File: src/hw/rtl/bcm_pkg.sv
// Shared widths, types and codes for the binary confusion metrics block.
`default_nettype none

package bcm_pkg;

    // Counter and score formats
    localparam int COUNT_WIDTH     = 24;
    localparam int SCORE_FRAC_BITS = 16;
    localparam int SCORE_W         = SCORE_FRAC_BITS + 1;

    // Ratio operands: the sum of four counts, or 2tp + fp + fn
    localparam int DEN_W = COUNT_WIDTH + 2;

    // One quotient bit per divider step
    localparam int DIV_STEPS  = SCORE_W;
    localparam int STEP_CNT_W = $clog2(DIV_STEPS + 1);

    localparam logic [SCORE_W-1:0] THRESHOLD_RESET = SCORE_W'(1) << (SCORE_FRAC_BITS - 1);

    typedef struct packed {
        logic [COUNT_WIDTH-1:0] tp;
        logic [COUNT_WIDTH-1:0] tn;
        logic [COUNT_WIDTH-1:0] fp;
        logic [COUNT_WIDTH-1:0] fn;
    } bcm_counts_t;

    typedef enum logic [1:0] {
        RATIO_ACC,
        RATIO_PREC,
        RATIO_REC,
        RATIO_F1
    } bcm_ratio_t;

    typedef enum logic [1:0] {
        ST_IDLE,
        ST_START,
        ST_WAIT,
        ST_FLUSH
    } bcm_state_t;

endpackage

`default_nettype wire

File: src/hw/rtl/bcm_counters.sv
// Confusion counters: classify each sample and bump one saturating count.
`default_nettype none

module bcm_counters
    import bcm_pkg::*;
(
    input  wire logic               clk,
    input  wire logic               rst_n,
    input  wire logic               accept,
    input  wire logic               true_label,
    input  wire logic [SCORE_W-1:0] predicted_score,
    input  wire logic               last_sample,
    input  wire logic [SCORE_W-1:0] threshold,
    output bcm_counts_t             counts_next
);

    bcm_counts_t cnt_reg;
    logic        predicted;

    // Classify the sample against the threshold
    assign predicted = predicted_score > threshold;

    // Bump exactly one count, holding at full scale
    always_comb
    begin
        counts_next = cnt_reg;
        if (true_label && predicted)
        begin
            if (!(&cnt_reg.tp))
                counts_next.tp = cnt_reg.tp + 1'b1;
        end
        else if (!true_label && !predicted)
        begin
            if (!(&cnt_reg.tn))
                counts_next.tn = cnt_reg.tn + 1'b1;
        end
        else if (!true_label && predicted)
        begin
            if (!(&cnt_reg.fp))
                counts_next.fp = cnt_reg.fp + 1'b1;
        end
        else
        begin
            if (!(&cnt_reg.fn))
                counts_next.fn = cnt_reg.fn + 1'b1;
        end
    end

    // Advance on each item, clear after the last one of a set
    always_ff @(posedge clk or negedge rst_n)
    begin
        if (!rst_n)
            cnt_reg <= '0;
        else if (accept)
            cnt_reg <= last_sample ? '0 : counts_next;
    end

endmodule

`default_nettype wire

File: src/hw/rtl/bcm_divider.sv
// Bit-serial restoring divider: floor(num * 2^SCORE_FRAC_BITS / den), num <= den.
`default_nettype none

module bcm_divider
    import bcm_pkg::*;
(
    input  wire logic               clk,
    input  wire logic               rst_n,
    input  wire logic               start,
    input  wire logic [DEN_W-1:0]   num,
    input  wire logic [DEN_W-1:0]   den,
    output logic                    done,
    output logic [SCORE_W-1:0]      quot
);

    logic [DEN_W:0]         rem_reg;
    logic [DEN_W:0]         rem_next;
    logic [DEN_W-1:0]       den_reg;
    logic [SCORE_W-1:0]     quot_reg;
    logic [STEP_CNT_W-1:0]  cnt_reg;
    logic                   active_reg;
    logic                   done_reg;
    logic                   den_zero_reg;
    logic                   ge;
    logic [DEN_W:0]         diff;
    logic [DEN_W:0]         rem_sel;

    // Trial subtract for one quotient bit
    assign ge       = rem_reg >= {1'b0, den_reg};
    assign diff     = rem_reg - {1'b0, den_reg};
    assign rem_sel  = ge ? diff : rem_reg;
    assign rem_next = {rem_sel[DEN_W-1:0], 1'b0};

    // Step control
    always_ff @(posedge clk or negedge rst_n)
    begin
        if (!rst_n)
        begin
            active_reg <= 1'b0;
            done_reg   <= 1'b0;
            cnt_reg    <= '0;
        end
        else
        begin
            done_reg <= 1'b0;
            if (start)
            begin
                active_reg <= 1'b1;
                cnt_reg    <= STEP_CNT_W'(DIV_STEPS);
            end
            else if (active_reg)
            begin
                cnt_reg <= cnt_reg - 1'b1;
                if (cnt_reg == STEP_CNT_W'(1))
                begin
                    active_reg <= 1'b0;
                    done_reg   <= 1'b1;
                end
            end
        end
    end

    // Remainder and quotient shift registers
    always_ff @(posedge clk)
    begin
        if (start)
        begin
            rem_reg      <= {1'b0, num};
            den_reg      <= den;
            den_zero_reg <= (den == '0);
            quot_reg     <= '0;
        end
        else if (active_reg)
        begin
            rem_reg  <= rem_next;
            quot_reg <= {quot_reg[SCORE_W-2:0], ge};
        end
    end

    // Zero denominator gives a zero ratio
    assign done = done_reg;
    assign quot = den_zero_reg ? '0 : quot_reg;

endmodule

`default_nettype wire

File: src/hw/rtl/binary_confusion_metrics.sv
// Binary confusion metrics: four saturating counts plus accuracy, precision, recall, F1.
// Each accepted item is counted; non-last items stream at 1 per cycle. A last item's
// result comes from four ratios run in turn on one shared bit-serial divider
// (17 quotient bits), then an output load that waits until the output is free.
// Non-last items of the next set are taken during that time; the next last item waits.
// Reset clears the counts and output valid and sets the threshold to 0.5.
`default_nettype none

module binary_confusion_metrics
    import bcm_pkg::*;
(
    input  wire logic                   clk,
    input  wire logic                   rst_n,
    input  wire logic                   decision_threshold_we,
    input  wire logic [SCORE_W-1:0]     decision_threshold,
    input  wire logic                   in_valid,
    output logic                        in_ready,
    input  wire logic                   true_label,
    input  wire logic [SCORE_W-1:0]     predicted_score,
    input  wire logic                   last_sample,
    output logic                        out_valid,
    input  wire logic                   out_ready,
    output logic [COUNT_WIDTH-1:0]      true_pos_count,
    output logic [COUNT_WIDTH-1:0]      true_neg_count,
    output logic [COUNT_WIDTH-1:0]      false_pos_count,
    output logic [COUNT_WIDTH-1:0]      false_neg_count,
    output logic [SCORE_W-1:0]          accuracy_ratio,
    output logic [SCORE_W-1:0]          precision_ratio,
    output logic [SCORE_W-1:0]          recall_ratio,
    output logic [SCORE_W-1:0]          f1_ratio
);

    bcm_state_t         state_reg, state_next;
    bcm_ratio_t         sel_reg, sel_next;
    logic [SCORE_W-1:0] thr_reg;
    bcm_counts_t        counts_next;
    bcm_counts_t        snap_reg;
    logic [SCORE_W-1:0] acc_reg, prec_reg, rec_reg, f1_reg;
    logic               out_valid_reg;
    logic               accept;
    logic               snap_load;
    logic               div_start;
    logic               div_done;
    logic [SCORE_W-1:0] div_quot;
    logic               ratio_we;
    logic               out_load;
    logic [DEN_W-1:0]   tp_e, tn_e, fp_e, fn_e;
    logic [DEN_W-1:0]   div_num, div_den;

    // Hold off a last item until the ratio engine is free
    assign in_ready  = (state_reg == ST_IDLE) || !last_sample;
    assign accept    = in_valid && in_ready;
    assign snap_load = accept && last_sample;

    // Threshold register
    always_ff @(posedge clk or negedge rst_n)
    begin
        if (!rst_n)
            thr_reg <= THRESHOLD_RESET;
        else if (decision_threshold_we)
            thr_reg <= decision_threshold;
    end

    bcm_counters u_counters (
        .clk             (clk),
        .rst_n           (rst_n),
        .accept          (accept),
        .true_label      (true_label),
        .predicted_score (predicted_score),
        .last_sample     (last_sample),
        .threshold       (thr_reg),
        .counts_next     (counts_next)
    );

    // Capture the final counts of a set
    always_ff @(posedge clk)
    begin
        if (snap_load)
            snap_reg <= counts_next;
    end

    // Select numerator and denominator for the current ratio
    assign tp_e = {2'b00, snap_reg.tp};
    assign tn_e = {2'b00, snap_reg.tn};
    assign fp_e = {2'b00, snap_reg.fp};
    assign fn_e = {2'b00, snap_reg.fn};

    always_comb
    begin
        div_num = '0;
        div_den = '0;
        unique case (sel_reg)
            RATIO_ACC:
            begin
                div_num = tp_e + tn_e;
                div_den = (tp_e + tn_e) + (fp_e + fn_e);
            end
            RATIO_PREC:
            begin
                div_num = tp_e;
                div_den = tp_e + fp_e;
            end
            RATIO_REC:
            begin
                div_num = tp_e;
                div_den = tp_e + fn_e;
            end
            RATIO_F1:
            begin
                div_num = {tp_e[DEN_W-2:0], 1'b0};
                div_den = {tp_e[DEN_W-2:0], 1'b0} + (fp_e + fn_e);
            end
        endcase
    end

    bcm_divider u_divider (
        .clk   (clk),
        .rst_n (rst_n),
        .start (div_start),
        .num   (div_num),
        .den   (div_den),
        .done  (div_done),
        .quot  (div_quot)
    );

    // Sequencer state
    always_ff @(posedge clk or negedge rst_n)
    begin
        if (!rst_n)
        begin
            state_reg <= ST_IDLE;
            sel_reg   <= RATIO_ACC;
        end
        else
        begin
            state_reg <= state_next;
            sel_reg   <= sel_next;
        end
    end

    // Sequencer: run the four ratios through the divider, then load the output
    always_comb
    begin
        state_next = state_reg;
        sel_next   = sel_reg;
        div_start  = 1'b0;
        ratio_we   = 1'b0;
        out_load   = 1'b0;
        unique case (state_reg)
            ST_IDLE:
            begin
                if (snap_load)
                begin
                    state_next = ST_START;
                    sel_next   = RATIO_ACC;
                end
            end
            ST_START:
            begin
                div_start  = 1'b1;
                state_next = ST_WAIT;
            end
            ST_WAIT:
            begin
                if (div_done)
                begin
                    ratio_we = 1'b1;
                    unique case (sel_reg)
                        RATIO_ACC:
                        begin
                            sel_next   = RATIO_PREC;
                            state_next = ST_START;
                        end
                        RATIO_PREC:
                        begin
                            sel_next   = RATIO_REC;
                            state_next = ST_START;
                        end
                        RATIO_REC:
                        begin
                            sel_next   = RATIO_F1;
                            state_next = ST_START;
                        end
                        RATIO_F1:
                        begin
                            sel_next   = RATIO_ACC;
                            state_next = ST_FLUSH;
                        end
                    endcase
                end
            end
            ST_FLUSH:
            begin
                if (!out_valid_reg || out_ready)
                begin
                    out_load   = 1'b1;
                    state_next = ST_IDLE;
                end
            end
        endcase
    end

    // Store each finished ratio
    always_ff @(posedge clk)
    begin
        if (ratio_we)
        begin
            unique case (sel_reg)
                RATIO_ACC:  acc_reg  <= div_quot;
                RATIO_PREC: prec_reg <= div_quot;
                RATIO_REC:  rec_reg  <= div_quot;
                RATIO_F1:   f1_reg   <= div_quot;
            endcase
        end
    end

    // Output register
    always_ff @(posedge clk or negedge rst_n)
    begin
        if (!rst_n)
            out_valid_reg <= 1'b0;
        else if (out_load)
            out_valid_reg <= 1'b1;
        else if (out_ready)
            out_valid_reg <= 1'b0;
    end

    always_ff @(posedge clk)
    begin
        if (out_load)
        begin
            true_pos_count  <= snap_reg.tp;
            true_neg_count  <= snap_reg.tn;
            false_pos_count <= snap_reg.fp;
            false_neg_count <= snap_reg.fn;
            accuracy_ratio  <= acc_reg;
            precision_ratio <= prec_reg;
            recall_ratio    <= rec_reg;
            f1_ratio        <= f1_reg;
        end
    end

    assign out_valid = out_valid_reg;

endmodule

`default_nettype wire

File: config.mk
export PLATFORM = sky130hd
export DESIGN_NAME = binary_confusion_metrics
export DESIGN_NICKNAME = d
export VERILOG_FILES = /design/src/hw/rtl/bcm_pkg.sv /design/src/hw/rtl/bcm_counters.sv /design/src/hw/rtl/bcm_divider.sv /design/src/hw/rtl/binary_confusion_metrics.sv
export SDC_FILE = /design/constraint.sdc
export NUM_CORES = 1
export LEC_CHECK = 0
export ABC_AREA = 1
export BUFFER_PORTS_ARGS = -buffer_cell sky130_fd_sc_hd__buf_4
export CAP_MARGIN = 5
export CORE_AREA = 2 2 225 337
export DETAILED_ROUTE_END_ITERATION = 10
export DIE_AREA = 0 0 227 339
export PLACE_DENSITY = 0.64
export SLEW_MARGIN = 20
export SYNTH_ARGS = -nofsm -noshare
export SYNTH_HDL_FRONTEND = slang
export SYNTH_HIERARCHICAL = 1
export SYNTH_SLANG_ARGS = --single-unit
File: constraint.sdc
create_clock -name clk -period 10.8 [get_ports clk]
set_input_delay 2.16 -clock clk [delete_from_list [all_inputs] [get_ports clk]]
set_output_delay 2.16 -clock clk [all_outputs]
set_load 0.05 [all_outputs]
==> results of run 1 <==
==> synth_stat cells, types with 4 or more instances <==
cell type	number	area, sq um
a21o_1	15	112.6
a21oi_1	149	745.7
a22oi_1	15	112.6
a31oi_1	4	25.02
and2_1	19	118.9
buf_2	24	120.1
buf_4	6	45.04
buf_6	8	90.09
clkbuf_1	39	146.4
clkinv_1	4	15.01
dfrtp_1	124	3103
dfxtp_1	18	360.4
edfxtp_1	381	11440
fa_1	6	120.1
ha_1	175	2190
inv_1	562	2110
inv_2	16	60.06
mux2_2	17	191.4
nand2_1	1366	5127
nand2_2	23	143.9
nand3_1	261	1306
nand3_2	8	80.08
nand3b_1	41	307.8
nand4_1	66	412.9
nor2_1	285	1070
nor2_2	16	100.1
nor2_4	5	56.30
nor3_1	56	280.3
nor3_2	6	60.06
nor3b_1	5	37.54
nor4_1	11	68.82
o21ai_0	129	645.6
o21ai_1	56	280.3
o21ai_2	18	157.7
o21bai_1	12	90.09
o22ai_1	34	212.7
or2_1	5	31.28
or2_2	6	37.54
xnor2_1	27	236.5
xor2_1	78	683.2
==> worst paths after layout <==
path	start	to	slack, ns
worst max-delay path	snap_reg[73]	u_divider/den_zero_reg	5.35
worst min-delay path	rec_reg[6]	recall_ratio[6]	0.42
worst max register to register	snap_reg[73]	u_divider/den_zero_reg	5.35
worst min register to register	rec_reg[6]	recall_ratio[6]	0.42
max in group asynchronous	rst_n	u_divider/cnt_reg[1]	7.90
min in group asynchronous	rst_n	u_counters/cnt_reg[53]	1.53
==> stage by stage <==
stage	power [mW]	instance area (sq um)	hold WS, ns
after floorplan	5.383	33040	0.4003
after global placement	6.483	35660	0.4017
after detailed placement	6.497	35660	0.4045
after CTS	8.303	37330	0.4196
after global routing	8.840	37330	0.4229
final	8.297	37330	0.4171
==> kinds of logic after synthesis <==
family,count (synthesis),synth area share [%]
buffers and inverters,662,7.864
DFF,524,45.18
other,1,0.01135
AOI/OAI and AO/OA,457,7.918
and+or+nand+nor,2193,28.52
muxes,17,0.5793
adders and majority gates,181,6.990
xor gates and xnor gates,108,2.931
==> metal layers <==
layer | up-vias | global-route usage [%]
met5 | - | 0
met4 | 0 | 20.02
met3 | 333 | 3.909
met2 | 984 | 49.67
met1 | 13080 | 29.46
li1 | 13970 | -
==> cell type report <==
cell class / count / area (sq um) / area share (%)
flip-flops and latches: 524 / 14930 / 39.99
repair buffers: 230 / 1743 / 4.668
inverters: 582 / 2187 / 5.858
multi-input cells: 2957 / 15560 / 41.67
clock buffers: 60 / 1329 / 3.559
well taps: 992 / 1241 / 3.325
clock inverters: 34 / 342.8 / 0.9183
diodes: 1 / 2.502 / 0.006703
==> power by group through the flow <==
stage	sequential, mW	clock (mW)	combinational [mW]
5_1_grt	2.75	1.91	4.18
6_report	2.73	1.78	3.79
4_1_cts	2.73	1.83	3.74
3_3_place_gp	2.77	0	3.72
3_5_place_dp	2.77	0	3.73
2_1_floorplan	2.91	0	2.47
==> impl_metrics.py, run 1 <==
metrics = {
    "logic_synthesis": {
        "netlist_area_sq_um": 33040,
        "synth-edff-count": 381,
        "ys_ff_latch": 524,
        "ys_async_sr_fraction_pct": 23.85,
        "ys_types": 71,
        "avgSynthCellArea_sq_um": 7.976,
        "yosysSeqAreaShare_pct": 45.18,
        "ys.warnings.count": 6,
        "syn_inst": 4143,
        "syn_nets": 4365,
        "ys.flop_type": "edfxtp_1",
    },
    "clocking": {
        "cts.clk_slew.worst_paths_ns": 0.07,
        "clock-sinks": 524,
        "cts_buffer_depth": 3,
        "clkLatencyLatePin_ns": 0.65,
        "post_cts_resize_count": 0,
        "cts_made_buffers": 50,
        "cts_tree": "built",
        "cts_root_buffer": "clkbuf_16",
        "htree_levels": 2,
        "cts_hold_buf": 0,
        "cts_setup_buffers": 0,
    },
    "setup_path": {
        "crit_cells": 21,
        "crit_required_ns": 11.27,
        "cp_cell_sequence": "inv_1 -> fa_1 -> inv_1 -> nand2_1 -> nand2_1 -> o21ai_2 -> o21ai_4 -> a21oi_1 -> xnor2_1 -> ha_1 -> a21oi_1 -> o21ai_0 -> a21oi_1 -> nand3_1 -> nand2_1 -> nand2_1 -> nor2_1 -> nor2_1 -> nor4_1 -> nand2_1 -> nor4_1",
        "cp_slowest_stage_delay_ns": 0.87,
        "crit_slowest_cell": "xnor2_1",
        "setup.worst_path.class": "flop to flop",
        "r2r_cells": 21,
        "crit_fanout": 6,
        "worst_setup_path_end_kind": "flop",
        "startpoint_type": "flop",
        "worstPathArrival_ns": 5.92,
        "path_buf_inv": 2,
        "worst_path_most_repeated_cell": "nand2_1",
        "critical_path.top_delay_family": "simple AND/OR/NAND/NOR gates",
    },
    "global_route": {
        "grt_max_degree": 165,
        "grt_pass1_wl_mm": 160.4,
        "overflow": 0,
        "grt_usage_pct": 27.74,
        "grt_pass1_vias": 27900,
        "antenna_found_initial": 1,
    },
    "sta": {
        "finalHoldViolations": 0,
        "setup_viol": 0,
        "slew_viol_final": 0,
        "tightest_slew_ns": 1.103,
        "rsz0062_at_grt": "false",
        "tns_ns": 0,
        "fin_skew_ns": 0.03933,
        "max_freq_ghz": 0.1834,
        "relSlewSlack_pct": 25.95,
        "fin_crit_sh_pct": 50.49,
        "min_period_ns": 5.453,
        "fin_ws_ns": 5.347,
    },
    "routing": {
        "top_layer_used": "met4",
        "vias_per_cell": 5.272,
        "dr.pass1.iters": 5,
        "drt-initial-drc-count": 1863,
        "wl_met1_mm": 38.52,
        "wire_per_inst_microns": 19.86,
        "wl_met3_mm": 5.467,
        "drc_errors": 0,
        "num_vias": 28370,
        "dr_wl_met2_mm": 53.86,
        "ant_nets": 0,
        "drt-total-wl_mm": 106.8,
    },
    "floorplan": {
        "coreArea_sq_um": 73880,
        "rows": 122,
        "fp.dieH_microns": 339,
        "start_util_pct": 44.73,
        "die_x_microns": 227,
        "dieArea_sq_um": 76950,
        "io_pins": 207,
    },
    "cells_and_area": {
        "nets": 4567,
        "final_util_pct": 50.53,
        "final_common_cell": "nand2_1",
        "largest_reg_flops": 96,
        "fillCellCount": 7246,
        "area_growth_pct": 12.98,
        "fin_cells": 5380,
        "final_cell_mix": "nand2_1 (1366), inv_1 (561), edfxtp_1 (381), nor2_1 (280), nand3_1 (261)",
        "drive_gt1_share_pct": 10.55,
    },
    "placement": {
        "io_buffers": 206,
        "place.gp.congestion": 1.036,
        "pre_cts_ws_ns": 5.710,
        "post-place-cells": 5285,
        "dpl.hpwl_mm": 84.32,
    },
    "hold_path": {
        "holdPathStages": 0,
        "hold_path_class": "flop to flop",
    },
    "pwr": {
        "seqPwrFrac_pct": 32.9,
        "ir_worst_vdd_mv": 0.1518,
        "clockPowerShare_pct": 21.5,
        "p_per_area_nw_per_um2": 222.2,
        "leakage_nw": 17.29,
        "p_comb_share_pct": 45.6,
        "p_int_mw": 4.643,
        "switching_share_pct": 44.04,
        "switchingPower_mw": 3.654,
    },
    "job": {
        "max-cap-violations": 0,
    },
    "run_status": {
        "status": "completed",
    },
}
No activity file was read; power rests on OpenSTA's default activity.
==> run 2: changes to the inputs <==
PLACE_DENSITY = 0.66   (was 0.64)
clock period = 4.7 ns   (was 10.8 ns; I/O delays follow)
==> impl_metrics.py, run 2 (same netlist as run 1, synthesis figures left out) <==
metrics = {
    "cells_and_area": {
        "largest_reg_flops": 96,
        "drive_gt1_share_pct": 13.65,
        "fin_cells": 5498,
        "final_util_pct": 52.21,
        "nets": 4684,
        "n_antenna_cell": 0,
        "final_cell_mix": "nand2_1 (1359), inv_1 (561), edfxtp_1 (381), buf_4 (343), nor2_1 (272)",
        "fillCellCount": 7155,
        "area_growth_pct": 16.72,
        "final_common_cell": "nand2_1",
    },
    "routing": {
        "dr.pass1.iters": 6,
        "ant_nets": 0,
        "wire_per_inst_microns": 19.88,
        "vias_per_cell": 5.240,
        "drt-initial-drc-count": 1875,
        "drt-total-wl_mm": 109.3,
        "num_vias": 28810,
        "drc_errors": 0,
    },
    "placement": {
        "dpl.hpwl_mm": 87.39,
        "post-place-cells": 5399,
        "place.gp.congestion": 1.025,
        "io_buffers": 206,
    },
    "setup_path": {
        "crit_fanout": 5,
        "r2r_cells": 21,
        "setup.worst_path.class": "flop to flop",
        "critPathLaunch": "fn_e[3]",
        "crit_required_ns": 5.14,
        "worstPathArrival_ns": 4.95,
        "cp-endpoint": "u_divider/den_zero_reg",
        "startpoint_type": "flop",
        "worst_setup_path_end_kind": "flop",
        "r2r-end": "u_divider/den_zero_reg",
        "reg2reg_setup_slack_ns": 0.18,
        "timing.rr.start": "fn_e[3]",
    },
    "pwr": {
        "p_per_area_nw_per_um2": 519.6,
        "leakage_nw": 17.95,
        "ir_worst_vdd_mv": 0.3255,
        "power_mw": 20.04,
    },
    "job": {
        "max-cap-violations": 0,
    },
    "sta": {
        "relSlewSlack_pct": 27.07,
        "min_period_ns": 4.516,
        "fin_skew_ns": 0.02982,
        "tightest_slew_ns": 1.091,
        "setup_viol": 0,
        "max_freq_ghz": 0.2214,
        "finalHoldViolations": 0,
        "fin_crit_sh_pct": 96.08,
        "slew_viol_final": 0,
    },
    "global_route": {
        "grt_usage_pct": 28.35,
        "grt_pass1_wl_mm": 163.7,
        "grt_pass1_vias": 28280,
        "antenna_found_initial": 0,
        "overflow": 0,
        "grt_max_degree": 75,
    },
    "clocking": {
        "cts_tree": "built",
        "cts_buffer_depth": 3,
        "cts.clk_slew.worst_paths_ns": 0.07,
        "htree_levels": 2,
        "cts_root_buffer": "clkbuf_16",
        "cts_made_buffers": 52,
        "clock-sinks": 524,
        "clkLatencyLatePin_ns": 0.64,
    },
    "floorplan": {
        "fp.dieH_microns": 339,
        "coreArea_sq_um": 73880,
        "io_pins": 207,
        "die_x_microns": 227,
        "rows": 122,
        "dieArea_sq_um": 76950,
        "start_util_pct": 44.73,
    },
    "run_status": {
        "status": "completed",
    },
    "hold_path": {
        "hold_path_class": "input port to asynchronous set/reset pin",
    },
}
## run 2: worst max-delay path, stage by stage, from the launching register on
cell and delay, ns:
edfxtp_1 0.42, ha_1 0.38, nand2_1 0.15, nor3_2 0.22, nor2_1 0.10, o21ai_2 0.31
xor2_2 0.27, ha_1 0.33, nand2_1 0.19, inv_1 0.06, nand2_1 0.06, nand2_1 0.09
inv_1 0.06, nand2_1 0.11, o21ai_0 0.17, nand2_1 0.11, nand2_1 0.16, o21ai_0 0.24
nor4_1 0.36, buf_4 0.19, nand4_1 0.14, nor4_1 0.20
## run 2: worst min path at each step
stage / start / endpoint / slack (ns) / cells past startpoint
floorplan: acc_reg[0] / accuracy_ratio[0] / 0.40 / 0
global placement: f1_reg[3] / f1_ratio[3] / 0.40 / 0
detailed placement: acc_reg[10] / accuracy_ratio[10] / 0.40 / 0
CTS: rst_n / u_counters/cnt_reg[59] / 0.25 / 1
global route: rst_n / u_counters/cnt_reg[59] / 0.28 / 1
finish: rst_n / u_counters/cnt_reg[59] / 0.25 / 1
## run 2: per-stage QoR
step           hold WS [ns]  setup TNS (ns)  worst slack, ns  cell area, sq um
6_report             0.2530               0           0.1843             38570
5_1_grt              0.2815       -0.008642        -0.008642             38570
3_3_place_gp         0.4018               0          0.09547             36510
3_5_place_dp         0.4045               0          0.05795             36510
2_1_floorplan        0.4003               0           0.8686             33050
4_1_cts              0.2509               0          0.02067             38370
## run 2: power breakdown
group / internal [mW] / leakage, nW / switching [mW] / total, mW
Combinational: 3.01 / 11.7 / 6.36 / 9.38
Clock: 2.56 / 0.893 / 1.89 / 4.45
Sequential: 5.86 / 5.38 / 0.349 / 6.21
Total: 11.4 / 18.0 / 8.60 / 20.0
## run 2: final cells by class
class	count	area, sq um	area share [%]
Clock buffer	66	1415	3.669
Clock inverter	32	436.7	1.132
Inverter	582	2187	5.671
Multi-Input combinational cell	2957	15750	40.84
Sequential cell	524	14930	38.71
Tap cell	992	1241	3.218
Timing Repair Buffer	345	2606	6.757
## run 2: metal layers
metal,up-vias,routed length (microns),global-route usage (%)
met3,295,4893,3.528
met1,13400,40570,30.63
met5,-,0,0
met2,893,55010,51.21
li1,14220,-,-
met4,0,8809,18.97
## run 2: repair_timing
action,in CTS,in global routing
hold buffers,0,0
buffers inserted,0,1
gates resized for setup,0,44
endpoints found under the setup margin,0,1
